### src/hw/rtl/hrs_pkg.sv
// Shared types, constants and helpers for the Hessian ridge score pipeline.
// No dependencies; every other file in hw/rtl imports this package.
package hrs_pkg;

  // Fixed output field widths
  localparam int MAJ_W   = 26;
  localparam int SCORE_W = 25;
  localparam int DIR_W   = 22;

  // Angle unit geometry
  localparam int CORDIC_N  = 32;
  localparam int NORM_N    = 6;
  localparam int Z_W       = 36;
  localparam int NORM_EXP  = 60;
  localparam logic signed [63:0] HALF_PI_Q32 = 64'sd6746518852;

  // atan(2^-i) in units of 2^-32 rad, rounded to nearest
  localparam logic [31:0] ATAN_TAB [CORDIC_N] = '{
    32'd3373259426, 32'd1991351318, 32'd1052175346, 32'd534100635,
    32'd268086748,  32'd134174063,  32'd67103403,   32'd33553749,
    32'd16777131,   32'd8388597,    32'd4194303,    32'd2097152,
    32'd1048576,    32'd524288,     32'd262144,     32'd131072,
    32'd65536,      32'd32768,      32'd16384,      32'd8192,
    32'd4096,       32'd2048,       32'd1024,       32'd512,
    32'd256,        32'd128,        32'd64,         32'd32,
    32'd16,         32'd8,          32'd4,          32'd2
  };

  // Side data that rides along the angle unit
  typedef struct packed {
    logic signed [MAJ_W-1:0] eig_major;
    logic signed [MAJ_W-1:0] eig_minor;
    logic [SCORE_W-1:0]      ridge_score;
    logic signed [DIR_W-1:0] direction;
    logic                    direction_undefined;
    logic                    use_cordic;
    logic                    negate;
  } eig_side_t;

  // One result word
  typedef struct packed {
    logic signed [MAJ_W-1:0] eig_major;
    logic signed [MAJ_W-1:0] eig_minor;
    logic [SCORE_W-1:0]      ridge_score;
    logic signed [DIR_W-1:0] direction;
    logic                    direction_undefined;
  } out_word_t;

  // Clamp a signed value into [lo, hi]
  function automatic logic signed [63:0] sat64(input logic signed [63:0] v,
                                               input logic signed [63:0] lo,
                                               input logic signed [63:0] hi);
    logic signed [63:0] r;
    r = v;
    if (v < lo) r = lo;
    if (v > hi) r = hi;
    return r;
  endfunction

  // pi/2 rounded to f fraction bits, half up
  function automatic logic signed [63:0] half_pi_q(input int f);
    logic signed [63:0] r;
    r = (HALF_PI_Q32 + (64'sd1 <<< (31 - f))) >>> (32 - f);
    return r;
  endfunction

endpackage

### src/hw/rtl/hrs_front.sv
// Front end: differences, absolute values, the two squares and the discriminant.
// Depends on hrs_pkg; three register stages under a shared advance enable.
module hrs_front import hrs_pkg::*; #(
  parameter int W = 24
) (
  input  logic                 clk,
  input  logic                 rst,
  input  logic                 en,
  input  logic                 in_valid,
  input  logic signed [W-1:0]  dxx,
  input  logic signed [W-1:0]  dyy,
  input  logic signed [W-1:0]  dxy,
  output logic                 out_valid,
  output logic [2*W+1:0]       out_d,
  output logic signed [W:0]    out_s,
  output logic signed [W-1:0]  out_xx,
  output logic signed [W-1:0]  out_xy
);

  logic signed [W:0] diff;
  logic [W:0]        diff_abs;
  logic [W-1:0]      xy_abs;

  logic              v1, v2, v3;
  logic [W:0]        a1, b1;
  logic signed [W:0] s1, s2;
  logic signed [W-1:0] xx1, xy1, xx2, xy2;
  logic [2*W+1:0]    sqa, sqb, prod_a, prod_b;

  // Form the difference, its magnitude and |dxy|
  assign diff     = (W+1)'(dxx) - (W+1)'(dyy);
  assign diff_abs = diff[W] ? (~diff + 1'b1) : diff;
  assign xy_abs   = dxy[W-1] ? (~dxy + 1'b1) : dxy;

  assign prod_a = {{(W+1){1'b0}}, a1} * {{(W+1){1'b0}}, a1};
  assign prod_b = {{(W+1){1'b0}}, b1} * {{(W+1){1'b0}}, b1};

  // Advance valid bits
  always_ff @(posedge clk) begin
    if (rst) begin
      v1 <= 1'b0;
      v2 <= 1'b0;
      v3 <= 1'b0;
    end else if (en) begin
      v1 <= in_valid;
      v2 <= v1;
      v3 <= v2;
    end
  end

  // Advance payload
  always_ff @(posedge clk) begin
    if (en) begin
      a1     <= diff_abs;
      b1     <= {xy_abs, 1'b0};
      s1     <= (W+1)'(dxx) + (W+1)'(dyy);
      xx1    <= dxx;
      xy1    <= dxy;
      sqa    <= prod_a;
      sqb    <= prod_b;
      s2     <= s1;
      xx2    <= xx1;
      xy2    <= xy1;
      out_d  <= sqa + sqb;
      out_s  <= s2;
      out_xx <= xx2;
      out_xy <= xy2;
    end
  end

  assign out_valid = v3;

endmodule

### config.mk
export PLATFORM = sky130hd
export DESIGN_NAME = hrs_front
export DESIGN_NICKNAME = d
export VERILOG_FILES = /design/src/hw/rtl/hrs_pkg.sv /design/src/hw/rtl/hrs_front.sv
export SDC_FILE = /design/constraint.sdc
export NUM_CORES = 2
export LEC_CHECK = 0
export ABC_AREA = 1
export BUFFER_PORTS_ARGS = -buffer_cell sky130_fd_sc_hd__buf_4
export CAP_MARGIN = 20
export CORE_AREA = 2 2 412 414
export DETAILED_ROUTE_END_ITERATION = 8
export DIE_AREA = 0 0 414 416
export PLACE_DENSITY = 0.47
export SLEW_MARGIN = 10
export SYNTH_ARGS = -nofsm -noshare
export SYNTH_HDL_FRONTEND = slang
export SYNTH_SLANG_ARGS = --single-unit
### constraint.sdc
create_clock -name clk -period 6.3 [get_ports clk]
set_input_delay 0 -clock clk [delete_from_list [all_inputs] [get_ports clk]]
set_output_delay 0 -clock clk [all_outputs]
set_load 0.01 [all_outputs]
==> reports/results.txt <==
Top cell by count, worst path -> fa_1
HPWL after detailed placement -> 132,000 µm
first-pass GRT wire length -> 246,000 µm
overall global routing resource usage -> 0.182
most common cell in the netlist -> inv_1
mapped cell area -> 0.0552 mm²
top-area cell type share of the netlist area -> 0.323
Die Ht -> 416 µm
Synth area leaders -> fa_1, edfxtp_1, inv_1
vias post-DR -> 42,000
Antenna diodes -> 0
largest area contributor in the netlist -> fa_1
DRC errors left -> 0
CTS tree -> yes
Final #Nets -> 8,545
Area Growth Syn to Fin -> 27.2%
fin. max-slew vios -> 0
area of the core -> 0.168 mm²
total routed wirelength -> 157,000 µm
gr ovfl total -> 0
CTS max path bufs -> 3
Seq cells post-synth -> 411
crit path launch -> a1[14]$_DFFE_PP_
die width -> 414 µm
largest family of logic cells by synthesized area -> adder cells
skew final -> 88.7 ps
CP Capture Type -> register
Antenna Violating Nets Remaining -> 0
share of cells above drive strength 1 -> 0.221
root buf cell -> clkbuf_16
max cap viols -> 0
Initial Utilization -> 0.328
failing checks -> negative setup slack
Final Cell Area -> 0.0702 mm²
hold crit path type -> in2reg
final setup margin -> -79.9 ps
routed length per instance -> 16.7 µm
R2R depth -> 26
worst skew pair latency -> 680 ps
PortBufs -> 198
FF-to-FF Start -> a1[14]$_DFFE_PP_
Main synth FF type -> edfxtp_1
CP Max Fanout -> 5
Layout Cells excl Fill -> 9,375
Post-Syn Instances -> 6,242
CTS Sinks -> 411
CTS HTree Levels -> 2
top cell types by occurrence after synthesis -> inv_1, nand2_1, fa_1
Setup Crit Path Kind -> reg2reg
1st-iter DRT viols -> 2,428
Min-Delay Path Depth -> 5
Syn Nets -> 7,669
Slew headroom -> 0.307
adder-cell area share of the yosys netlist -> 0.427
Post-DP Area -> 0.0639 mm²
die area -> 0.172 mm²
CTS clk-pin slew, worst paths -> 60 ps
Num CTS Buffers -> 50
number of global-route vias before repair -> 44,200
status -> complete, but fails checks
min cycle time layout -> 6380 ps
number of antenna violations at the first check in global routing -> 2
worst slew pin tran -> 1040 ps
startpoint types -> register
Synth cell types -> 46
routed vias/inst -> 4.48
Synth Area in Simple Gates -> 0.133
number of synthesized flops with an enable pin -> 408
XOR/XNOR share of the synthesized area -> 0.0348
gpl congestion -> 0.899
Pre-antenna DRT Iters -> 5
share of the yosys chip area belonging to registers -> 0.223
CP Capture Point -> sqa[38]$_DFFE_PP_
Worst path max stage delay -> 560 ps
Final setup viols -> 8
Avg Inst Size Synth -> 8.84 µm²
RSZ-0062 raised after global routing -> yes
Req. time, crit path -> 6720 ps
Final Hold Viols -> 0
slowest CP cell -> fa_2
largest net degree at the start of global routing -> 149
Post-synth ARST share -> 0
std cell rows -> 151
FMAX -> 157 MHz
Synth Area in Compound Gates -> 0.0476
mux cell area share after synthesis -> 0
Worst R2R Setup Slack -> -80 ps
YS warnings -> 0
Worst EP arrival -> 6800 ps
I/O pin count -> 200
cell count after placement -> 9,129
period utilisation layout -> 1.01
r2r endpoint -> sqa[38]$_DFFE_PP_
[through the flow]
stage	setup TNS, ps	utilization	setup WS [ps]	hold slack (ps)
2_1_floorplan	0	-	7.32	69.1
3_3_place_gp	-13610	0.380	-718	178
3_5_place_dp	-15610	0.380	-766	186
4_1_cts	-233	0.403	-37.1	1.49
5_1_grt	-6580	0.418	-282	63.7
6_report	-260	0.418	-79.9	44.9
[placed cells by master (no fill, tap or decap), types with 59 or more instances in the layout]
master,Yosys,layout
nand3_1,155,133
edfxtp_1,408,408
a21oi_1,217,161
nor2_1,340,272
xor2_1,152,140
o21ai_0,117,80
inv_2,7,89
nand2_2,13,113
nand2_1,1230,1091
buf_4,6,780
inv_1,1810,1726
dlygate4sd3_1,0,59
ha_1,461,404
fa_1,890,845
buf_6,1,76
[worst min-delay path by stage]
| stage | start | to | slack (ps) |
|---|---|---|---|
| floorplan | rst | out_valid$_SDFFE_PP0P_ | 70 |
| detailed placement | rst | out_valid$_SDFFE_PP0P_ | 190 |
| global route | dxy[6] | xy1[6]$_DFFE_PP_ | 60 |
| CTS | dyy[3] | s1[5]$_DFFE_PP_ | 1 |
| finish | dyy[13] | s1[14]$_DFFE_PP_ | 40 |
| global placement | rst | out_valid$_SDFFE_PP0P_ | 180 |
[metal layers]
metal,routed length (µm),up-vias,part of all wire,GRT usage
li1,-,20400,-,-
met1,74100,20800,0.47,0.258
met2,73900,734,0.47,0.302
met3,6050,114,0.039,0.0201
met4,2510,0,0.016,0.0324
met5,0,-,0,0
[critical path, delay by kind of cell, from the launching register on]
kind | cells | cell delay (ps)
DFF | 1 | 490
xor gates and xnor gates | 1 | 150
and+or+nand+nor | 4 | 350
adders and majority gates | 8 | 3800
buffers and inverters | 10 | 990
AOI/OAI and AO/OA | 3 | 410
[registers in the layout (all words and copies together) (netlist names)]
signal,count
sqa,48
s2,25
out_d,49
s1,24
sqb,46
xy1,24
out_xx,24
out_valid,1
v2,1
xx2,24
xy2,24
out_s,24
out_xy,24
b1,23
xx1,24
a1,25
v1,1
[repair_timing]
item / 4_1_cts / 5_1_grt
hold endpoints to repair: 142 / 0
setup buffers: 36 / 61
endpoints found under the setup margin: 56 / 63
pin swaps: 95 / 252
gates resized for setup: 290 / 545
hold buffers: 59 / 0
cloned: 3 / 2
[cell type report]
type,count,area (µm²)
fillers,16800,97900
multi-input cells,3871,38400
flip-flops and latches,411,12300
repair buffers,963,8280
inverters,1821,6840
well taps,2218,2780
clock buffers,53,1260
clock inverters,38,367
[cells by family after synthesis]
group / Yosys count
xor gates and xnor gates: 217
adders and majority gates: 1351
and+or+nand+nor: 1834
AOI/OAI and AO/OA: 468
buffers and inverters: 1960
other: 1
DFF: 411
Power is left out: the tool's default activity adds up to more than one toggle a clock period on the data nets, which glitch-free logic cannot reach.
