`config.mk`:
```
export PLATFORM = sky130hd
export DESIGN_NAME = hrs_out_buf
export DESIGN_NICKNAME = d
export VERILOG_FILES = /design/src/hw/rtl/hrs_pkg.sv /design/src/hw/rtl/hrs_out_buf.sv
export SDC_FILE = /design/constraint.sdc
export NUM_CORES = 1
export LEC_CHECK = 0
export ABC_AREA = 1
export BUFFER_PORTS_ARGS = -buffer_cell sky130_fd_sc_hd__buf_4
export CORE_MARGIN = 2
export CORE_UTILIZATION = 45
export CTS_BUF_LIST = sky130_fd_sc_hd__clkbuf_8
export DETAILED_ROUTE_END_ITERATION = 10
export PLACE_DENSITY = 0.7
export SKIP_CTS_REPAIR_TIMING = 1
export SYNTH_ARGS = -nofsm -noshare
export SYNTH_HDL_FRONTEND = slang
export SYNTH_SLANG_ARGS = --single-unit
```
`constraint.sdc`:
```
create_clock -name clk -period 6.7 [get_ports clk]
set_input_delay 0 -clock clk [delete_from_list [all_inputs] [get_ports clk]]
set_output_delay 0 -clock clk [all_outputs]
set_load 0.005 [all_outputs]
```
`src/hw/rtl/hrs_pkg.sv`:
```
// Shared types, constants and helpers for the Hessian ridge score pipeline.
// No dependencies; every other file in hw/rtl imports this package.
package hrs_pkg;

  // Fixed output field widths
  localparam int MAJ_W   = 26;
  localparam int SCORE_W = 25;
  localparam int DIR_W   = 22;

  // Angle unit geometry
  localparam int CORDIC_N  = 32;
  localparam int NORM_N    = 6;
  localparam int Z_W       = 36;
  localparam int NORM_EXP  = 60;
  localparam logic signed [63:0] HALF_PI_Q32 = 64'sd6746518852;

  // atan(2^-i) in units of 2^-32 rad, rounded to nearest
  localparam logic [31:0] ATAN_TAB [CORDIC_N] = '{
    32'd3373259426, 32'd1991351318, 32'd1052175346, 32'd534100635,
    32'd268086748,  32'd134174063,  32'd67103403,   32'd33553749,
    32'd16777131,   32'd8388597,    32'd4194303,    32'd2097152,
    32'd1048576,    32'd524288,     32'd262144,     32'd131072,
    32'd65536,      32'd32768,      32'd16384,      32'd8192,
    32'd4096,       32'd2048,       32'd1024,       32'd512,
    32'd256,        32'd128,        32'd64,         32'd32,
    32'd16,         32'd8,          32'd4,          32'd2
  };

  // Side data that rides along the angle unit
  typedef struct packed {
    logic signed [MAJ_W-1:0] eig_major;
    logic signed [MAJ_W-1:0] eig_minor;
    logic [SCORE_W-1:0]      ridge_score;
    logic signed [DIR_W-1:0] direction;
    logic                    direction_undefined;
    logic                    use_cordic;
    logic                    negate;
  } eig_side_t;

  // One result word
  typedef struct packed {
    logic signed [MAJ_W-1:0] eig_major;
    logic signed [MAJ_W-1:0] eig_minor;
    logic [SCORE_W-1:0]      ridge_score;
    logic signed [DIR_W-1:0] direction;
    logic                    direction_undefined;
  } out_word_t;

  // Clamp a signed value into [lo, hi]
  function automatic logic signed [63:0] sat64(input logic signed [63:0] v,
                                               input logic signed [63:0] lo,
                                               input logic signed [63:0] hi);
    logic signed [63:0] r;
    r = v;
    if (v < lo) r = lo;
    if (v > hi) r = hi;
    return r;
  endfunction

  // pi/2 rounded to f fraction bits, half up
  function automatic logic signed [63:0] half_pi_q(input int f);
    logic signed [63:0] r;
    r = (HALF_PI_Q32 + (64'sd1 <<< (31 - f))) >>> (32 - f);
    return r;
  endfunction

endpackage

```
`src/hw/rtl/hrs_out_buf.sv`:
```
// Two-entry output buffer that decouples the pipeline from the result channel.
// Depends on hrs_pkg; drives the pipeline advance enable from its fill count.
module hrs_out_buf import hrs_pkg::*; (
  input  logic      clk,
  input  logic      rst,
  input  logic      push,
  input  out_word_t push_word,
  output logic      en,
  output logic      out_valid,
  input  logic      out_ready,
  output out_word_t out_word
);

  out_word_t  mem [2];
  logic       wr_ptr, rd_ptr;
  logic [1:0] count, count_next;
  logic       pop;

  assign en        = (count != 2'd2);
  assign out_valid = (count != 2'd0);
  assign pop       = out_valid && out_ready;
  assign out_word  = mem[rd_ptr];

  always_comb begin
    count_next = count;
    if (push && !pop) count_next = count + 2'd1;
    if (pop && !push) count_next = count - 2'd1;
  end

  // Advance pointers and count
  always_ff @(posedge clk) begin
    if (rst) begin
      wr_ptr <= 1'b0;
      rd_ptr <= 1'b0;
      count  <= 2'd0;
    end else begin
      count <= count_next;
      if (push) wr_ptr <= ~wr_ptr;
      if (pop)  rd_ptr <= ~rd_ptr;
    end
  end

  // Store the incoming word
  always_ff @(posedge clk) begin
    if (push) begin
      mem[wr_ptr] <= push_word;
    end
  end

`ifndef SYNTHESIS
  a_count_range: assert property (@(posedge clk) disable iff (rst)
    count != 2'd3) else $error("output buffer count out of range");
  a_no_push_full: assert property (@(posedge clk) disable iff (rst)
    !en |-> !push) else $error("word pushed into a full buffer");
  a_hold_count: assert property (@(posedge clk) disable iff (rst)
    (out_valid && !out_ready && !push) |=> $stable(count))
    else $error("buffer count moved without a push or pop");
  a_ptr_gap: assert property (@(posedge clk) disable iff (rst)
    (count == 2'd1) |-> (wr_ptr != rd_ptr)) else $error("buffer pointers disagree");
`endif

endmodule

```
==> flow_summary.json, run 1 <==
{
  "outcome": "finished clean",
  "layout.nets": 790,
  "cts_tree": "done",
  "ys_warn_count": 0,
  "antenna_left": 0,
  "tns_ns": 0,
  "detail_route.vias_per_cell": 4.63,
  "end_kind": "primary output",
  "final_cells": 931,
  "cts_made_buffers": 34,
  "ios": 206,
  "path_clk_slew_ns": 0.06,
  "drc": 0,
  "min-delay-start": "push",
  "coreArea_mm2": 0.0173,
  "rsz0062_at_grt": "no",
  "cp_common_cell": "buf_4",
  "hp-class": "input port to register",
  "syn_nets": 453,
  "p_leak_nw": 4.51,
  "start_util": 0.460,
  "final_layout_size_suffix_gt1_frac": 0.496,
  "firstDrtPassIters": 4,
  "ys_ff_latch": 205,
  "critical_path_class": "register to primary output",
  "period_share": 0.437,
  "clock-sinks": 205,
  "max-vdd-ir-drop_v": 0.000186,
  "fillCellCount": 1211,
  "die_x_um": 137,
  "cp_max_fo": 61,
  "start_kind": "register",
  "power_mw": 2.96,
  "cp_top_family": "flip-flops",
  "worst_pin_slew_ns": 1.18,
  "insertion_delay_ns": 0.48,
  "place_area_mm2": 0.00961,
  "gr-usage-all-layers": 0.149,
  "ys_seq_area_frac": 0.768,
  "r2r-start": "wr_ptr",
  "die_area_mm2": 0.0188,
  "finalClockSkew_ns": 0.0147,
  "holdWs_ns": 0.0430,
  "path_buf_inv": 2,
  "slew_violations": 0,
  "area_delta_synth_final_pct": 41.2,
  "synth_cells": 348,
  "finalHoldViolCount": 0,
  "cp_slowest_stage_delay_ns": 1.12,
  "antennaDiodeCount": 0,
  "final_core_util": 0.649,
  "period_needed_ns": 2.93,
  "max_freq_mhz": 341,
  "htreeDepth": 2,
  "maxSlewHeadroom": 0.216,
  "dpl.hpwl_um": 9300,
  "clk_path_buf_depth": 3,
  "cts-root-buf": "clkbuf_8",
  "finalSetupViolations": 0,
  "routedWlPerCell_um": 16.7,
  "gp_congestion": 0.706,
  "numPortBuffers": 205,
  "placementRows": 48,
  "dp_cells": 771,
  "worstPathRequired_ns": 6.70,
  "fin_area_mm2": 0.0112,
  "drt_iter0_markers": 205,
  "final_common_cell": "buf_4",
  "place_ws_ns": 4.26,
  "grt_max_degree": 76,
  "layout_common_cells": "209 x buf_4, 200 x edfxtp_1, 103 x dlygate4sd3_1, 100 x mux2_4, 38 x clkbuf_8",
  "antenna_found_initial": 1,
  "totalWireLength_um": 15500,
  "arrival_ns": 2.93,
  "grt_pass1_wl_um": 21200,
  "synth_cell_types": 13,
  "grt_pass1_vias": 4144,
  "die_h_um": 137,
  "syn_area_mm2": 0.00796,
  "crit_slowest_cell": "dfxtp_4",
  "gr-total-overflow": 0,
  "path_cells": "buf_4, mux2_4, buf_4",
  "num_vias": 4310,
  "fin_ws_ns": 3.77,
  "syn_area_per_cell_um2": 22.9,
  "drv_cap": 0,
  "power_density_mw_per_mm2": 263
}
==> worst min-delay path, delay by kind of cell <==
family | cells | cell delay (ns)
buf+inv | 2 | 0.23
fa+ha+maj | 1 | 0.20
compound gates | 1 | 0.07
==> where the power goes <==
group | internal (mW) | switching (mW) | total (mW)
logic | 0.303 | 0.156 | 0.460
registers | 1.49 | 0.0461 | 1.53
clock network | 0.513 | 0.449 | 0.962
total | 2.30 | 0.651 | 2.96
==> worst paths after layout <==
path                   to  slack (ns)  cells past startpoint
min reg2reg      register        0.52                      2
max          out_word[85]        3.77                      3
max reg2reg        wr_ptr        4.16                      5
min              count[0]        0.04                      4
==> cells in the mapped netlist <==
cell | n | area (um2)
ha_1 | 1 | 12.5
a21oi_1 | 1 | 5.00
buf_12 | 10 | 200
nand2_1 | 8 | 30.0
o21ai_0 | 2 | 10.0
edfxtp_1 | 200 | 6010
mux2_4 | 100 | 1500
nand4_1 | 1 | 6.26
nor2_1 | 9 | 33.8
nor3_1 | 1 | 5.00
inv_1 | 9 | 33.8
dfxtp_1 | 5 | 100
buf_6 | 1 | 11.3
==> registers in the layout, indices dropped and copies added (netlist names), named ones only <==
signal,cells
rd_ptr,1
mem,200
wr_ptr,1
count,2
==> logic make-up (layout without fill, tap and decap cells) <==
family	Yosys count	count (layout)	share of synthesized area
flops	205	205	0.768
mux	100	100	0.189
buf+inv	20	378	0.0308
simple gates	19	19	0.00944
compound gates	3	3	0.00189
fa+ha+maj	1	1	0.00157
==> layout make-up <==
| cell class | count | area (um2) | area share |
|---|---|---|---|
| inverters | 9 | 36.3 | 0.00323 |
| well taps | 225 | 282 | 0.0251 |
| clock inverters | 19 | 71.3 | 0.00635 |
| clock buffers | 38 | 523 | 0.0466 |
| multi-input cells | 123 | 1610 | 0.143 |
| flip-flops and latches | 205 | 6110 | 0.544 |
| repair buffers | 312 | 2600 | 0.231 |
==> metal layers <==
layer / up-vias / track usage / share of wire
li1: 2029 / - / -
met1: 2084 / 0.180 / 0.39
met2: 166 / 0.248 / 0.51
met3: 29 / 0.0578 / 0.077
met4: 2 / 0.0481 / 0.016
met5: - / 0 / 0.00045
Power figures use the tool's default switching activity.
==> inputs of run 2 (changes only) <==
ABC_AREA = 0   (was 1)
clock period = 2.7 ns   (was 6.7 ns; I/O delays follow)
==> run 2 against run 1 <==
  * Area after synthesis shrank 7.0%
  * Synthesized cell count is 4.0% lower
  * Worst hold slack improved by 0.18 ns
  * Total power grew to 2.8 times the previous value
  * Critical path depth unchanged
  * Critical path type unchanged
  * Highest routed layer is now met4
==> flow_summary.json, run 2 <==
{
  "outcome": "finished clean",
  "async_reset_ff_frac": 0,
  "gr-usage-all-layers": 0.159,
  "path_cells": "buf_4, mux2_1, buf_4",
  "ys_ff_latch": 205,
  "finalClockSkew_ns": 0.0143,
  "cts-root-buf": "clkbuf_8",
  "slew_violations": 0,
  "start_util": 0.463,
  "clock-sinks": 205,
  "grt_pass1_wl_um": 21500,
  "worst_pin_slew_ns": 0.482,
  "synth.largest_area_cell": "edfxtp_1",
  "crit_slowest_cell": "dfxtp_4",
  "cp_common_cell": "buf_4",
  "antenna_found_initial": 0,
  "period_needed_ns": 2.03,
  "p_leak_nw": 4.20,
  "synth_common_cells": "200 x edfxtp_1, 100 x mux2_1, 11 x buf_2",
  "final_layout_size_suffix_gt1_frac": 0.371,
  "ys_seq_area_frac": 0.825,
  "num_vias": 4229,
  "cp_max_fo": 27,
  "cts_made_buffers": 35,
  "drt_iter0_markers": 156,
  "end_kind": "primary output",
  "syn_area_mm2": 0.00740,
  "dp_cells": 750,
  "layout_common_cells": "208 x buf_4, 200 x edfxtp_1, 104 x dlygate4sd3_1, 100 x mux2_1, 40 x clkbuf_8",
  "coreArea_mm2": 0.0160,
  "drv_cap": 0,
  "r2r_setup_slack_ns": 1.08,
  "routedWlPerCell_um": 17.1,
  "grt_max_degree": 82,
  "synth_compound_area_frac": 0.00254,
  "start_kind": "register",
  "arrival_ns": 2.03,
  "gp_congestion": 0.708,
  "final_cells": 916,
  "final_common_cell": "buf_4",
  "drc": 0,
  "htreeDepth": 2,
  "syn_area_per_cell_um2": 22.2,
  "synth_ff_type": "edfxtp_1",
  "area_delta_synth_final_pct": 48.0,
  "synth-adder-area-share": 0.00169,
  "yosys.area_share.simple": 0.00592,
  "grt_pass1_vias": 4146,
  "top_register": "mem",
  "hp-class": "input port to register",
  "final_core_util": 0.685,
  "clk_path_buf_depth": 3,
  "numPortBuffers": 205,
  "firstDrtPassIters": 4,
  "synth_top_area_frac": 0.811,
  "synth_top_family_by_area": "multiplexers",
  "synth_cells": 334,
  "rsz0062_at_grt": "no",
  "power_density_mw_per_mm2": 746,
  "totalWireLength_um": 15600,
  "cts_tree": "done",
  "path_clk_slew_ns": 0.06,
  "worstPathRequired_ns": 2.70,
  "maxSlewHeadroom": 0.679,
  "holdWs_ns": 0.225,
  "layout.nets": 780,
  "yosysMostFrequentCell": "edfxtp_1",
  "critical_path_class": "register to primary output",
  "dpl.hpwl_um": 9190,
  "antenna_left": 0,
  "muxShareOfSynthArea": 0.152,
  "cp_slowest_stage_delay_ns": 0.59,
  "placementRows": 46,
  "gr-total-overflow": 0,
  "ys_warn_count": 0,
  "synth_edf_count": 200,
  "synthXorXnorAreaFrac": 0.00473,
  "die_h_um": 132,
  "max-vdd-ir-drop_v": 0.000659,
  "die_area_mm2": 0.0175,
  "finalSetupViolations": 0,
  "tns_ns": 0,
  "max_freq_mhz": 493,
  "largest_reg_flops": 200,
  "synth_area_leaders": "edfxtp_1 81%, mux2_1 15%, dfxtp_1 1.4%, buf_2 0.74%, xnor2_1 0.36%",
  "insertion_delay_ns": 0.50,
  "period_share": 0.751,
  "top_regs": "mem (200), count (2)",
  "synth_cell_types": 16,
  "detail_route.vias_per_cell": 4.62,
  "finalHoldViolCount": 0,
  "syn_nets": 439,
  "die_x_um": 132,
  "ios": 206
}
==> run 2: final cells by class <==
class,instances,area [um2]
Sequential cell,205,6110
Fill cell,1073,5040
Timing Repair Buffer,315,2660
Multi-Input combinational cell,117,1250
Clock buffer,40,551
Tap cell,216,270
Clock inverter,21,111
Inverter,1,3.75
Antenna cell,1,2.50
==> run 2: worst paths after layout <==
check,startpoint,to,depth (start not counted)
min reg2reg,rd_ptr,rd_ptr,2
max,register,out_word[63],3
max reg2reg,wr_ptr,mem[1][81],2
min,push_word[24],mem[1][24],2
==> run 2: metrics by stage <==
stage                     worst slack (ns)  cell area, um2  power (mW)
after floorplan                      0.454            7410        4.63
after global placement                1.12            9250        5.51
after detailed placement              1.07            9250        5.55
after CTS                            0.614            9910        8.15
after global routing                 0.555           11000        8.56
final                                0.671           11000        8.18
==> run 2: metal layers <==
metal / global-route usage / vias to the layer above / share of wire
li1: - / 2007 / -
met1: 0.181 / 2048 / 0.39
met2: 0.275 / 151 / 0.53
met3: 0.0561 / 23 / 0.057
met4: 0.0621 / 0 / 0.017
met5: 0 / - / 0
==> run 2: cell families (layout without fill, tap and decap cells) <==
| family | Yosys count | count (layout) |
|---|---|---|
| flops | 205 | 205 |
| mux | 100 | 100 |
| buf+inv | 12 | 377 |
| simple gates | 9 | 9 |
| xor+xnor | 4 | 4 |
| compound gates | 3 | 3 |
| fa+ha+maj | 1 | 1 |
| other cells | 0 | 1 |
==> run 2: where the power goes <==
| group | total (mW) | internal, mW | switching [mW] |
|---|---|---|---|
| combinational | 1.75 | 1.03 | 0.719 |
| sequential | 3.85 | 3.73 | 0.119 |
| clock | 2.57 | 1.44 | 1.13 |
| total | 8.18 | 6.21 | 1.96 |
==> run 2: worst max-delay path: cells and delay by family (launching register included) <==
kind | cells | cell delay [ns]
flip-flops | 1 | 0.59
buffers and inverters | 2 | 0.55
multiplexers | 1 | 0.38
==> inputs of run 3 (changes only) <==
clock period = 2.1 ns   (was 2.7 ns; I/O delays follow)
==> run 3 against run 2 <==
  * Clock-buffer cell count is 3 lower
  * Final area is 0.31% lower
  * Die area unchanged
  * Worst hold slack lost 0.13 ns
  * Sequential share of layout area up 0.18 points
  * Critical path depth unchanged
  * Setup slack worse by 0.50 ns
  * Sequential power is 29% higher
  * Register-to-register slack lost 0.44 ns
  * Largest power group unchanged
==> flow_summary.json, run 3 (same netlist as run 2, synthesis figures left out) <==
{
  "start_kind": "register",
  "place_ws_ns": 0.660,
  "worstPathRequired_ns": 2.10,
  "antenna_found_initial": 1,
  "hp-class": "input port to register",
  "gr-usage-all-layers": 0.157,
  "totalWireLength_um": 15300,
  "finalHoldViolCount": 0,
  "numPortBuffers": 205,
  "finalSetupViolations": 0,
  "cp_top_family": "flip-flops",
  "cp_max_fo": 36,
  "die_h_um": 132,
  "crit_slowest_cell": "dfxtp_4",
  "layout.nets": 779,
  "fillCellCount": 1070,
  "die_area_mm2": 0.0175,
  "layout_common_cells": "206 x buf_4, 200 x edfxtp_1, 103 x dlygate4sd3_1, 100 x mux2_1, 37 x clkbuf_8",
  "gr-total-overflow": 0,
  "grt_pass1_wl_um": 21500,
  "clk_path_buf_depth": 3,
  "dpl.hpwl_um": 8960,
  "arrival_ns": 1.92,
  "drc": 0,
  "maxSlewHeadroom": 0.731,
  "final_common_cell": "buf_4",
  "insertion_delay_ns": 0.51,
  "power_density_mw_per_mm2": 942,
  "final_layout_size_suffix_gt1_frac": 0.369,
  "cts_tree": "done",
  "coreArea_mm2": 0.0160,
  "end_kind": "primary output",
  "fin_ws_ns": 0.175,
  "max-vdd-ir-drop_v": 0.000585,
  "finalClockSkew_ns": 0.0153,
  "cts_made_buffers": 34,
  "power_mw": 10.3,
  "path_clk_slew_ns": 0.06,
  "cts-root-buf": "clkbuf_8",
  "worst_pin_slew_ns": 0.403,
  "rsz0062_at_grt": "no",
  "drv_cap": 0,
  "drt_iter0_markers": 221,
  "top_regs": "mem (200), count (2)",
  "slew_violations": 0,
  "ff_latch_area_mm2": 0.00611,
  "num_vias": 4313,
  "gp_congestion": 0.715,
  "die_x_um": 132,
  "grt_max_degree": 52,
  "start_util": 0.463,
  "path_buf_inv": 2,
  "largest_reg_flops": 200,
  "placementRows": 46,
  "critical_path_class": "register to primary output",
  "detail_route.vias_per_cell": 4.72,
  "routedWlPerCell_um": 16.8,
  "p_leak_nw": 4.18,
  "path_cells": "buf_12, mux2_1, buf_4",
  "antenna_left": 0,
  "htreeDepth": 2,
  "top_register": "mem",
  "clock-sinks": 205,
  "firstDrtPassIters": 6,
  "period_share": 0.916,
  "grt_pass1_vias": 4293,
  "area_delta_synth_final_pct": 47.6,
  "outcome": "finished clean",
  "period_needed_ns": 1.92,
  "ios": 206,
  "multi_input_area_mm2": 0.00125,
  "cp_slowest_stage_delay_ns": 0.61,
  "max_freq_mhz": 520
}
==> run 3: changes by cell type in the layout (fill, tap and decap cells not counted), sizes merged <==
| cell | before | now |
|---|---|---|
| clkinvlp | 1 | 0 |
| buf | 211 | 212 |
| clkbuf | 40 | 37 |
| bufinv | 1 | 0 |
| inv | 11 | 12 |
| clkinv | 9 | 10 |
| dlygate4sd3 | 104 | 103 |
==> run 3: layout make-up <==
class / count / area share
multi-input cells: 117 / 0.114
well taps: 216 / 0.0247
clock inverters: 21 / 0.00756
repair buffers: 315 / 0.247
flip-flops and latches: 205 / 0.559
diodes: 1 / 0.000229
clock buffers: 37 / 0.0466
inverters: 1 / 0.000344
==> run 3: worst paths after layout <==
check	startpoint	end	slack (ns)	cells after the start
worst max-delay path	register	out_word[70]	0.18	3
worst min-delay path	push	mem[1][60]	0.09	2
worst max register to register	count[0]	count[1]	0.64	4
worst min register to register	rd_ptr	register	0.53	2
==> run 3: where the power goes <==
| part | switching (mW) | internal [mW] | leakage [nW] |
|---|---|---|---|
| registers | 0.154 | 4.80 | 1.92 |
| logic | 0.923 | 1.35 | 1.92 |
| clock network | 1.44 | 1.61 | 0.347 |
| total | 2.52 | 7.76 | 4.18 |
==> run 3: per-layer routing <==
layer	share of wire	wire length, um	global-route usage	up-vias
li1	-	-	-	2002
met5	0	0	0	-
met4	0.028	422	0.0729	0
met1	0.38	5830	0.169	2107
met2	0.52	7880	0.267	167
met3	0.077	1170	0.0700	37
==> run 3: worst register-to-register path, cell delays in order (launching register included) <==
cell and delay, ns:
dfxtp_1 0.35, o21a_2 0.23, ha_1 0.31, or3_1 0.35
a21oi_1 0.15
==> run 3: metrics by stage <==
| stage | std cells | utilization | hold WS (ns) | area [um2] | setup TNS [ns] |
|---|---|---|---|---|---|
| 3_5_place_dp | 751 | 0.581 | 0.187 | 9300 | 0 |
| 5_1_grt | 913 | 0.683 | 0.0820 | 10900 | 0 |
| 2_1_floorplan | 334 | - | 0.0650 | 7410 | -10.88 |
| 6_report | 913 | 0.683 | 0.0949 | 10900 | 0 |
| 4_1_cts | 809 | 0.618 | -0.355 | 9890 | 0 |
| 3_3_place_gp | 751 | 0.581 | 0.185 | 9300 | 0 |
