## config.mk

```make
export PLATFORM = sky130hd
export DESIGN_NAME = hrs_eigen
export DESIGN_NICKNAME = d
export VERILOG_FILES = /design/src/hw/rtl/hrs_pkg.sv /design/src/hw/rtl/hrs_eigen.sv
export SDC_FILE = /design/constraint.sdc
export NUM_CORES = 1
export LEC_CHECK = 0
export BUFFER_PORTS_ARGS = -buffer_cell sky130_fd_sc_hd__buf_2
export CAP_MARGIN = 30
export CORE_UTILIZATION = 25
export CTS_CLUSTER_DIAMETER = 60
export DETAILED_ROUTE_END_ITERATION = 8
export PLACE_DENSITY = 0.4
export RECOVER_POWER = 100
export SLEW_MARGIN = 25
export SYNTH_ARGS = -nofsm -noshare
export SYNTH_HDL_FRONTEND = slang
export SYNTH_SLANG_ARGS = --single-unit
```

## constraint.sdc

```tcl
create_clock -name clk -period 10.2 [get_ports clk]
set_clock_uncertainty 0.05 [all_clocks]
set_input_delay 0 -clock clk [delete_from_list [all_inputs] [get_ports clk]]
set_output_delay 0 -clock clk [all_outputs]
set_load 0.02 [all_outputs]
```

## src/hw/rtl/hrs_pkg.sv

```systemverilog
// Shared types, constants and helpers for the Hessian ridge score pipeline.
// No dependencies; every other file in hw/rtl imports this package.
package hrs_pkg;

  // Fixed output field widths
  localparam int MAJ_W   = 26;
  localparam int SCORE_W = 25;
  localparam int DIR_W   = 22;

  // Angle unit geometry
  localparam int CORDIC_N  = 32;
  localparam int NORM_N    = 6;
  localparam int Z_W       = 36;
  localparam int NORM_EXP  = 60;
  localparam logic signed [63:0] HALF_PI_Q32 = 64'sd6746518852;

  // atan(2^-i) in units of 2^-32 rad, rounded to nearest
  localparam logic [31:0] ATAN_TAB [CORDIC_N] = '{
    32'd3373259426, 32'd1991351318, 32'd1052175346, 32'd534100635,
    32'd268086748,  32'd134174063,  32'd67103403,   32'd33553749,
    32'd16777131,   32'd8388597,    32'd4194303,    32'd2097152,
    32'd1048576,    32'd524288,     32'd262144,     32'd131072,
    32'd65536,      32'd32768,      32'd16384,      32'd8192,
    32'd4096,       32'd2048,       32'd1024,       32'd512,
    32'd256,        32'd128,        32'd64,         32'd32,
    32'd16,         32'd8,          32'd4,          32'd2
  };

  // Side data that rides along the angle unit
  typedef struct packed {
    logic signed [MAJ_W-1:0] eig_major;
    logic signed [MAJ_W-1:0] eig_minor;
    logic [SCORE_W-1:0]      ridge_score;
    logic signed [DIR_W-1:0] direction;
    logic                    direction_undefined;
    logic                    use_cordic;
    logic                    negate;
  } eig_side_t;

  // One result word
  typedef struct packed {
    logic signed [MAJ_W-1:0] eig_major;
    logic signed [MAJ_W-1:0] eig_minor;
    logic [SCORE_W-1:0]      ridge_score;
    logic signed [DIR_W-1:0] direction;
    logic                    direction_undefined;
  } out_word_t;

  // Clamp a signed value into [lo, hi]
  function automatic logic signed [63:0] sat64(input logic signed [63:0] v,
                                               input logic signed [63:0] lo,
                                               input logic signed [63:0] hi);
    logic signed [63:0] r;
    r = v;
    if (v < lo) r = lo;
    if (v > hi) r = hi;
    return r;
  endfunction

  // pi/2 rounded to f fraction bits, half up
  function automatic logic signed [63:0] half_pi_q(input int f);
    logic signed [63:0] r;
    r = (HALF_PI_Q32 + (64'sd1 <<< (31 - f))) >>> (32 - f);
    return r;
  endfunction

endpackage

```

## src/hw/rtl/hrs_eigen.sv

```systemverilog
// Eigenvalues, ridge score, angle numerator and the special angle cases.
// Depends on hrs_pkg; one register stage under the shared advance enable.
module hrs_eigen import hrs_pkg::*; #(
  parameter int W = 24,
  parameter int F = 20
) (
  input  logic                clk,
  input  logic                rst,
  input  logic                en,
  input  logic                in_valid,
  input  logic [W:0]          root,
  input  logic signed [W:0]   s,
  input  logic signed [W-1:0] xx,
  input  logic signed [W-1:0] xy,
  output logic                out_valid,
  output eig_side_t           out_side,
  output logic [W+1:0]        out_nx,
  output logic [W+1:0]        out_ny
);

  localparam int EW = W + 4;

  logic signed [EW-1:0] s_e, r_e, l1, l2, al1, score, num, num_abs;
  logic signed [63:0]   maj_w, min_w, score_w, hp, dir_sp, dir_w;
  logic [W-1:0]         xy_abs;
  eig_side_t            side;

  assign s_e   = EW'(s);
  assign r_e   = $signed(EW'(root));
  assign l1    = (s_e + r_e) >>> 1;
  assign l2    = (s_e - r_e) >>> 1;
  assign al1   = l1[EW-1] ? -l1 : l1;
  assign score = -l2 - al1;
  assign num   = l1 - EW'(xx);
  assign num_abs = num[EW-1] ? -num : num;
  assign xy_abs  = xy[W-1] ? (~xy + 1'b1) : xy;

  assign hp = half_pi_q(F);

  // Clamp the results into their port ranges
  always_comb begin
    maj_w   = sat64(64'(l1), -(64'sd1 <<< 25), (64'sd1 <<< 25) - 64'sd1);
    min_w   = sat64(64'(l2), -(64'sd1 <<< 25), (64'sd1 <<< 25) - 64'sd1);
    score_w = sat64(64'(score), 64'sd0, (64'sd1 <<< 25) - 64'sd1);
    dir_sp  = 64'sd0;
    if (xy == '0) begin
      if (num > 0) dir_sp = hp;
      else if (num < 0) dir_sp = -hp;
    end
    dir_w = sat64(dir_sp, -(64'sd1 <<< 21), (64'sd1 <<< 21) - 64'sd1);
    side.eig_major           = maj_w[MAJ_W-1:0];
    side.eig_minor           = min_w[MAJ_W-1:0];
    side.ridge_score         = score_w[SCORE_W-1:0];
    side.direction           = dir_w[DIR_W-1:0];
    side.direction_undefined = (xy == '0) && (num == '0);
    side.use_cordic          = (xy != '0) && (num != '0);
    side.negate              = num[EW-1] != xy[W-1];
  end

  // Hold valid bit
  always_ff @(posedge clk) begin
    if (rst) begin
      out_valid <= 1'b0;
    end else if (en) begin
      out_valid <= in_valid;
    end
  end

  // Register results and the angle operands
  always_ff @(posedge clk) begin
    if (en) begin
      out_side <= side;
      out_nx   <= (W+2)'(xy_abs);
      out_ny   <= num_abs[W+1:0];
    end
  end

endmodule

```

==> results of run 1 <==
[kinds of logic after synthesis]
family	share of synthesized area
muxes	0.006076
DFF	0.3273
adders and majority gates	0.1402
xor gates and xnor gates	0.1156
buffers and inverters	0.06927
and+or+nand+nor	0.1461
other	0.0006079
AOI/OAI and AO/OA	0.1949
[final timing paths]
kind,end,cells past startpoint,start
min,out_side[50],3,root[0]
min reg2reg,out_valid,3,out_valid
max reg2reg,out_valid,3,out_valid
max,out_side[29],22,s[1]
[flip-flops by register name, indices dropped and copies added, names as in the netlist]
signal / cells
out_nx: 24
out_ny: 26
out_valid: 1
out_side: 84
[routing by layer]
| metal | vias to the layer above | wire length (µm) |
|---|---|---|
| met3 | 32 | 1519 |
| li1 | 5403 | - |
| met5 | - | 0 |
| met2 | 231 | 17760 |
| met4 | 0 | 684 |
| met1 | 4872 | 18160 |
[worst min-delay path, delay by kind of cell]
| family | cells | cell delay, ps |
|---|---|---|
| AND/OR/NAND/NOR | 1 | 120 |
| buffers and inverters | 1 | 110 |
| adder cells (fa/ha/maj) | 1 | 230 |
[metrics by stage]
stage | cells | hold slack (ps) | instance area, µm²
global route | 2297 | 40.91 | 14930
global placement | 2223 | 109.3 | 14170
floorplan | 1366 | 22.38 | 12360
finish | 2297 | 60.08 | 14930
detailed placement | 2224 | 118.9 | 14200
CTS | 2296 | 12.56 | 15170
[power by group]
group | internal (mW) | total [mW] | switching (mW) | leakage (nW)
sequential | 0.813 | 0.871 | 0.0580 | 1.32
combinational | 0.694 | 1.85 | 1.16 | 4.37
clock | 0.355 | 0.613 | 0.258 | 0.275
[cells in the final DEF (no fill, tap or decap), types with 18 or more instances in the layout]
cell type      Yosys  layout
clkbuf_1          32     160
inv_1            137     137
edfxtp_1         134     134
ha_1             132     132
xnor2_1          129     128
nor2_1           124     124
a21oi_1           97      97
buf_2              9      97
o21ai_0           65      66
nand2_1           53      53
dlygate4sd3_1      0      41
o21a_1            40      40
nor3_1            38      39
xor2_1            34      34
a31oi_1           20      20
nand2b_1          18      18
o21bai_1          18      18
[layout make-up]
type,count,area (µm²)
clock buffer,18,429.2
clock inverter,13,133.9
fill,5288,33920
inverter,140,525.5
multi-input combinational,1027,7457
sequential,135,4044
tap,664,830.8
timing repair buffer,300,1513
[repair_timing]
item | CTS | global route
buffers inserted | 0 | 0
hold buffers | 41 | 0
hold endpoints to repair | 31 | 0
==> results.md, run 1 <==
* Post-synth top cells: 137 x inv_1, 134 x edfxtp_1, 132 x ha_1
* Most frequent cell after synthesis: inv_1
* Number of flops mapped to enable cells by yosys at approximately 130
* GR Layer Usage met3 at 0.03109
* Area growth from synthesis to layout at 20.87%
* Hold/Removal Path Class: in2reg
* Core box area at 0.04885 mm²
* Final setup violation count at 0
* Leak pwr at ~6 nW
* I/O Buffers at 254
* Largest cells by area after synthesis: edfxtp_1 33%, ha_1 13%, xnor2_1 9.1%
* GP Congestion at 0.8071
* Reg clk slew, reported paths at 60 ps
* Vias in the first global route at 10380
* Leading area contributor after synthesis: edfxtp_1
* Synthesized flop and latch total at 135
* CP delay by family, top: compound AO/OA/AOI/OAI gates
* Crit-path most repeated cell: ha_1
* Clk buf depth at 2
* # resized after CTS at 0
* DIE WIDTH at 224.3 µm
* M1 GR Usage at 0.1951
* CTS root buffer: clkbuf_16
* WL final at 38130 µm
* # rows at 81
* Mapped Cells at 1365
* Pwr/cell area at 223.2 mW/mm²
* Failing checks: max-capacitance violations, max-slew violations
* RSZ-0062 raised after global routing: false
* All-layer global routing usage at 0.1511
* Final Hold Vio Count at 0
* Dpl ws at 2514 ps
* Final ANT Viol Nets at 0
* Initial drt markers at approximately 620
* Crit-path cells: dlygate4sd3_1, clkbuf_1, ha_1, nor4bb_1, o311ai_0, o211ai_1, a2111oi_0, mux2_1, a2111oi_1, nand4b_1, o41ai_1, xor2_1, ha_1, ha_1, nand4_1, or4_1, a31oi_1, o21ai_0, nor2b_1, xnor2_1, xnor2_4, o21a_1
* Total CTS buffers at 17
* # nets final at 1859
* Primary FF master, synth: edfxtp_1
* Antenna violations before repair at 0
* I/O pin cnt at 257
* Peak Freq at 124.5 MHz
* Mapped Avg Cell Area at 9.051 µm²
* Power Total at 3.334 mW
* Setup WS post-layout at 2167 ps
* CP arrival at ~8300 ps
* DRC viols at 0
* Vert. Die Dim at 224.3 µm
* WP data required at 10490 ps
* Yosys warns at 0
* Met2 usage at 0.2503
* CP max-delay cell: a2111oi_0
* DRT Pass-1 Iters at 5
* Final min period at ~8000 ps
* WL/cell at 16.60 µm
* Post-detail-place hpwl at 30700 µm
* H-tree levels at 4
* Via density at 4.588
* CP peak stage delay at 1160 ps
* First-pass GRT wire length at 57530 µm
* Gr busiest metal: met2
* Layout cell share with drive strength beyond 1 at 0.09186
* Fin util at 0.3057
* Status: finished, violations left
* Fin crit share at 0.7875
* Max-cap viol count at 2
* # clock sinks at approximately 140
* Bufs and invs on worst path at 2
* Overflow after GRT at 0
* Worst Setup End Kind: flop
* Slew headroom at -2.018
* Synthesized cell area at 0.01235 mm²
* Top cell type's share of synthesized area at 0.3257
* Setup_tns at 0 ps
* CP startpoint kind: input port
* Max-slew violations at 138
* Worst-path maximum fanout at 25
* Worst-margin pin slew at 4527 ps
* Via total after detailed routing at 10540
* Die ar. at 0.05031 mm²
* Initial Util at 0.2529
* Async set-or-reset flop fraction in the synthesized netlist at 0
* CTS tree: built
* Later-pin clock latency in the skew report at 470 ps
* Sequential cell area fraction in the yosys report at 0.3273
* Antenna fix cells at 0
* Critical path type: in2reg
* Largest net degree at the start of global routing at slightly below 80
* Maximum VDD drop at 0.1391 mV
* Synth unique cells at 81
* Worst reg-to-reg setup slack at about 8900 ps
(Power assumes the default switching activity.)
==> inputs of run 2 (changes only) <==
- PLACE_DENSITY: 0.4 -> 0.41
- clock period: 10.2 -> 7 ns (I/O delays scaled with it)
==> run 2 against run 1 <==
  * The run still ends with max-capacitance violations, max-slew violations left
  * Register-to-register slack got worse by 3200 ps
  * Critical path depth increased by 1
  * Largest power group unchanged
  * Global-route usage increased by 0.56 points
  * Critical endpoint is now out_side[26]
==> results.md, run 2 (synthesized netlist as in run 1, its figures left out) <==
* Worst reg-to-reg setup slack at 5740 ps (-3190 ps)
* Fin crit share at 0.9189
* # rows at 81 (unchanged)
* Max-slew violations at 84 (-39%)
* Hold path depth at 3 (unchanged)
* Reg clk slew, reported paths at 70 ps (about the same)
* Crit-path most repeated cell: ha_1
* Post-detail-place hpwl at 31680 µm (+3.2%)
* Largest net degree at the start of global routing at 84 (+6.3%)
* GP Congestion at 0.8186 (+1.4%)
* Hold endpoint: out_ny[1]
* Biggest registers after layout: out_side x84, out_ny x26, out_nx x24
* Biggest register: out_side
* Via total after detailed routing at 10880 (+3.2%)
* Layout cell share with drive strength beyond 1 at 0.1196 (+0.02774)
* DIE WIDTH at 224.3 µm (unchanged)
* WL/cell at 16.71 µm (+0.66%)
* Final min period at 6432 ps
* Worst r2r dst: out_valid
* WP data required at 7190 ps (-3300 ps)
* Hold/Removal Path Class: in2reg
* Commonest non-fill, non-tap cell in the layout: clkbuf_1
* Via density at 4.623 (+0.78%)
* Power Total at 5.053 mW (+52%)
* Area growth from synthesis to layout at 24.46%
* Max-cap viol count at 1 (-1)
* Vert. Die Dim at 224.3 µm (unchanged)
* Final setup violation count at 0 (unchanged)
* I/O Buffers at 254 (unchanged)
* Number of fill cells in the layout at 5310 (+0.42%)
* R2r startpoint: out_valid
* WL final at 39320 µm (+3.1%)
* Overflow after GRT at 0 (unchanged)
* All-layer global routing usage at 0.1568 (+0.005619)
* Initial drt markers at 530 (-14%)
* Most frequent cells in the layout: 167 x clkbuf_1, 137 x inv_1, 134 x edfxtp_1
* CP startpoint kind: input port
* # nets final at 1914 (+3.0%)
* Largest register FFs at 84 (unchanged)
* Layout Cell Area excl Fill at 0.01538 mm² (+3.0%)
* Vias in the first global route at 10890 (+4.9%)
* CP delay by family, top: compound AO/OA/AOI/OAI gates
* Leak pwr at 6.200 nW (+4.1%)
* CP peak stage delay at 650 ps (-510 ps)
* CP max-delay cell: a2111oi_2
* H-tree levels at 4 (unchanged)
* Critical path type: in2reg
* Register Area at 0.004044 mm² (unchanged)
* RSZ-0062 raised after global routing: false
* CP arrival at 6620 ps (-1710 ps)
* Core box area at 0.04885 mm² (unchanged)
* Initial Util at 0.2529 (unchanged)
* DRC viols at 0 (unchanged)
* Slew headroom at -2.354 (-0.3362)
* Worst-path maximum fanout at 13 (-48%)
* First-pass GRT wire length at 60040 µm (+4.4%)
* Worst-margin pin slew at 5031 ps (+504.2 ps)
* Fin util at 0.3148 (+0.009068)
* Final ANT Viol Nets at 0 (unchanged)
* CTS tree: built
* Bufs and invs on worst path at 3 (+1)
* Setup WS post-layout at 567.7 ps (-1600 ps)
* Later-pin clock latency in the skew report at 480 ps (about the same)
* Status: finished, violations left
* Footprint of the multi-input gates at 0.007506 mm² (+0.65%)
* Dpl ws at 63.97 ps (-2450 ps)
* Placement Cell Area at 0.01457 mm² (+2.6%)
* Hold path startpoint: xx[1]
* Reg2reg path depth at 3 (unchanged)
* I/O pin cnt at 257 (unchanged)
* Antenna violations before repair at 0 (unchanged)
* Setup_tns at 0 ps (unchanged)
* Crit-path cells: dlygate4sd3_1, buf_2, ha_1, nor4bb_2, o311ai_1, o211ai_2, a2111oi_2, mux2_1, a2111oi_1, buf_4, nand4b_1, o41ai_1, xor2_1, ha_1, ha_1, nand4_1, or4_1, a31oi_1, o21ai_0, nor2b_1, xnor2_2, xnor2_4, o21a_1
* Antenna fix cells at 0 (unchanged)
* Die ar. at 0.05031 mm² (unchanged)
* Total CTS buffers at 17 (unchanged)
* Final Hold Vio Count at 0 (unchanged)
* CTS root buffer: clkbuf_16
* Setup Buffers After CTS at 0 (unchanged)
* Pwr/cell area at 328.6 mW/mm² (+47%)
* # clock sinks at 135 (unchanged)
* DRT Pass-1 Iters at 5 (unchanged)
* Failing checks: max-capacitance violations, max-slew violations
* Clk buf depth at 2 (unchanged)
* Maximum VDD drop at 0.1590 mV (+14%)
* Worst Setup End Kind: flop
* Peak Freq at 155.5 MHz
-- run 2: stage by stage --
step | hold WS (ps) | cells
6_report | 74.75 | 2353
5_1_grt | 85.99 | 2353
4_1_cts | 30.84 | 2351
3_5_place_dp | 113.1 | 2274
3_3_place_gp | 106.4 | 2273
2_1_floorplan | 22.38 | 1366
-- run 2: metal layers --
metal,share of wire,track usage,routed length (µm),vias to the layer above
met2,0.47,0.2629,18570,238
met4,0.017,0.05179,688,0
met1,0.47,0.1996,18490,5088
met3,0.040,0.03292,1564,38
li1,-,-,-,5515
met5,0,0,0,-
-- run 2: final cells by class --
class | count | area share
Multi-Input combinational cell | 1028 | 0.4882
Sequential cell | 135 | 0.2630
Clock buffer | 18 | 0.02791
Timing Repair Buffer | 354 | 0.1238
Inverter | 140 | 0.03418
Clock inverter | 14 | 0.008951
Tap cell | 664 | 0.05403
-- run 2: timing repair --
action                                  4_1_cts  5_1_grt
endpoints found under the setup margin        0       25
hold buffers                                 45        0
endpoints found under the hold margin        31        0
resized for setup                             0        5
-- run 2: report_power, final --
part / internal (mW) / switching, mW / leakage [nW]
sequential: 1.18 / 0.0854 / 1.32
clock: 0.496 / 0.420 / 0.269
combinational: 1.13 / 1.74 / 4.62
total: 2.81 / 2.25 / 6.20
-- run 2: worst max path at each step --
stage / start / end / slack [ps] / depth (start not counted)
finish: s[1] / out_side[26] / 570 / 23
global route: s[1] / out_side[36] / 40 / 29
detailed placement: root[1] / out_side[40] / 60 / 26
global placement: root[1] / out_side[25] / -20 / 26
CTS: s[1] / out_side[40] / 110 / 26
floorplan: root[2] / out_side[42] / 770 / 26
-- run 2: worst reg2reg max path, cell delays in order (launching register included) --
cell and delay (ps):
dfxtp_1 330, mux2i_1 60, nor2_1 210, dlygate4sd3_1 560
==> inputs of run 3 (changes only) <==
- CORE_MARGIN: default -> 5
==> run 3 against run 2 <==
  * The flow still finishes with violations (max-capacitance violations, max-slew violations)
  * Power is 1.1% higher
  * Sequential power hardly changed
  * Largest cell class unchanged
  * Maximum frequency is 0.47% lower
  * Clock power is 6.6% higher
  * Via count is 0.57% lower
  * Critical endpoint unchanged
  * Die area is 7.3% higher
  * Non-clock buffer count is 2 higher
  * Utilization is 0.13 points higher
  * Clock-buffer cell count is 1 lower
  * Critical path depth is 3 higher
==> results.md, run 3 (synthesized netlist as in run 1, its figures left out) <==
* Antenna violations before repair at 0 (unchanged)
* I/O pin cnt at 257 (unchanged)
* First-pass GRT wire length at 60750 µm (+1.2%)
* Commonest non-fill, non-tap cell in the layout: clkbuf_1
* Biggest register: out_side
* Biggest registers after layout: out_side x84, out_ny x26, out_nx x24
* DRC viols at 0 (unchanged)
* # rows at 81 (unchanged)
* Layout Cell Area excl Fill at 0.01547 mm² (+0.62%)
* CP arrival at 6750 ps (+130 ps)
* Area growth from synthesis to layout at 25.23%
* Final min period at 6462 ps (+30.16 ps)
* Final ANT Viol Nets at 0 (unchanged)
* Critical path type: in2reg
* Core box area at 0.04895 mm² (+0.21%)
* Register Area at 0.004044 mm² (unchanged)
* WL final at 40220 µm (+2.3%)
* Maximum VDD drop at 0.2117 mV (+33%)
* Setup_tns at 0 ps (unchanged)
* Final Hold Vio Count at 0 (unchanged)
* DIE WIDTH at 232.3 µm (+3.6%)
* Initial Util at 0.2524 (-0.0005236)
* Vias in the first global route at 10930 (+0.37%)
* Worst-path maximum fanout at 13 (unchanged)
* Initial drt markers at 547 (+3.2%)
* Post-detail-place hpwl at 32670 µm (+3.1%)
* CP startpoint kind: input port
* Peak Freq at 154.7 MHz (-0.47%)
* DRT Pass-1 Iters at 5 (unchanged)
* Placement Cell Area at 0.01460 mm² (+0.20%)
* Max-cap viol count at 1 (unchanged)
* Final setup violation count at 0 (unchanged)
* Fin util at 0.3161 (+0.001290)
* RSZ-0062 raised after global routing: false
* Total CTS buffers at 17 (unchanged)
* Die ar. at 0.05396 mm² (+7.3%)
* # clock sinks at 135 (unchanged)
* WP data required at 7290 ps (+100 ps)
* CTS root buffer: clkbuf_16
* CP max-delay cell: dlygate4sd3_1
* Crit-path most repeated cell: ha_1
* Leak pwr at 6.249 nW (+0.79%)
* Power Total at 5.106 mW (+1.1%)
* Via total after detailed routing at 10820 (-0.57%)
* Bufs and invs on worst path at 3 (unchanged)
* Overflow after GRT at 0 (unchanged)
* Worst-margin pin slew at 4713 ps (-317.6 ps)
* Vert. Die Dim at 232.3 µm (+3.6%)
* Hold/Removal Path Class: in2reg
* Status: finished, violations left
* Later-pin clock latency in the skew report at 480 ps (about the same)
* WL/cell at 17.08 µm (+2.2%)
* Antenna fix cells at 0 (unchanged)
* Clk buf depth at 2 (unchanged)
* Fin crit share at 0.9232 (+0.004308)
* Layout cell share with drive strength beyond 1 at 0.1242 (+0.004589)
* Non-Filler Instances at 2355 (+0.085%)
* Dpl ws at 146.1 ps (+82.17 ps)
* All-layer global routing usage at 0.1464 (-0.01035)
* CTS tree: built
* GP Congestion at 0.8128 (-0.71%)
* Footprint of the multi-input gates at 0.007528 mm² (+0.30%)
* Worst Setup End Kind: flop
* Pwr/cell area at 330.1 mW/mm² (+0.43%)
* I/O Buffers at 254 (unchanged)
* Most frequent cells in the layout: 165 x clkbuf_1, 137 x inv_1, 134 x edfxtp_1
* Number of fill cells in the layout at 5257 (-1.0%)
* Via density at 4.593 (-0.65%)
* Setup WS post-layout at 537.5 ps (-30.16 ps)
* # nets final at 1916 (+0.10%)
* Reg clk slew, reported paths at 60 ps (about the same)
* Max-slew violations at 80 (-4.8%)
* Slew headroom at -2.142 (+0.2118)
* Placed cells at 2278 (+0.18%)
* Largest net degree at the start of global routing at 80 (-4.8%)
* H-tree levels at 4 (unchanged)
* CP peak stage delay at 530 ps (-120 ps)
* Largest register FFs at 84 (unchanged)
* CP delay by family, top: compound AO/OA/AOI/OAI gates
* Failing checks: max-capacitance violations, max-slew violations
* Worst Hold Margin at 72.96 ps (-1.784 ps)
[run 3: cell count changes in the layout (fill, tap and decap cells not counted), moves of 2 or more]
cell,delta
clkinv_4,+3
bufinv_16,+2
inv_6,-4
clkbuf_1,-2
buf_4,+5
[run 3: worst min-delay path, stage by stage]
cell     delay (ps)
buf_2           100
fa_1            210
o21ai_0         100
[run 3: final timing paths]
| check | startpoint | endpoint | slack (ps) | depth (start not counted) |
|---|---|---|---|---|
| max | s[1] | out_side[26] | 540 | 26 |
| min | xx[1] | out_ny[1] | 70 | 3 |
| max reg2reg | out_valid | out_valid | 5720 | 3 |
| min reg2reg | out_valid | out_valid | 1010 | 3 |
[run 3: routing by layer]
metal  track usage  up-vias  share of wire
li1              -     5533              -
met1        0.1901     4986           0.46
met2        0.2462      264           0.47
met3       0.03167       34          0.051
met4       0.04136        0          0.017
met5             0        -              0
[run 3: cell type report]
type | instances | share of cell area
Inverter | 140 | 0.03397
Clock buffer | 17 | 0.02750
Timing Repair Buffer | 356 | 0.1243
Tap cell | 664 | 0.05370
Clock inverter | 15 | 0.01254
Sequential cell | 135 | 0.2614
Multi-Input combinational cell | 1028 | 0.4866
[run 3: timing repair]
item,CTS,global route
endpoints found under the hold margin,31,0
setup buffers,0,0
hold buffers,44,0
endpoints found under the setup margin,0,25
resized for setup,0,6
[run 3: power by group]
part / leakage (nW) / switching [mW] / internal (mW) / total [mW]
sequential: 1.32 / 0.0935 / 1.18 / 1.28
combinational: 4.64 / 1.72 / 1.14 / 2.85
clock: 0.298 / 0.408 / 0.568 / 0.976
total: 6.25 / 2.22 / 2.89 / 5.11
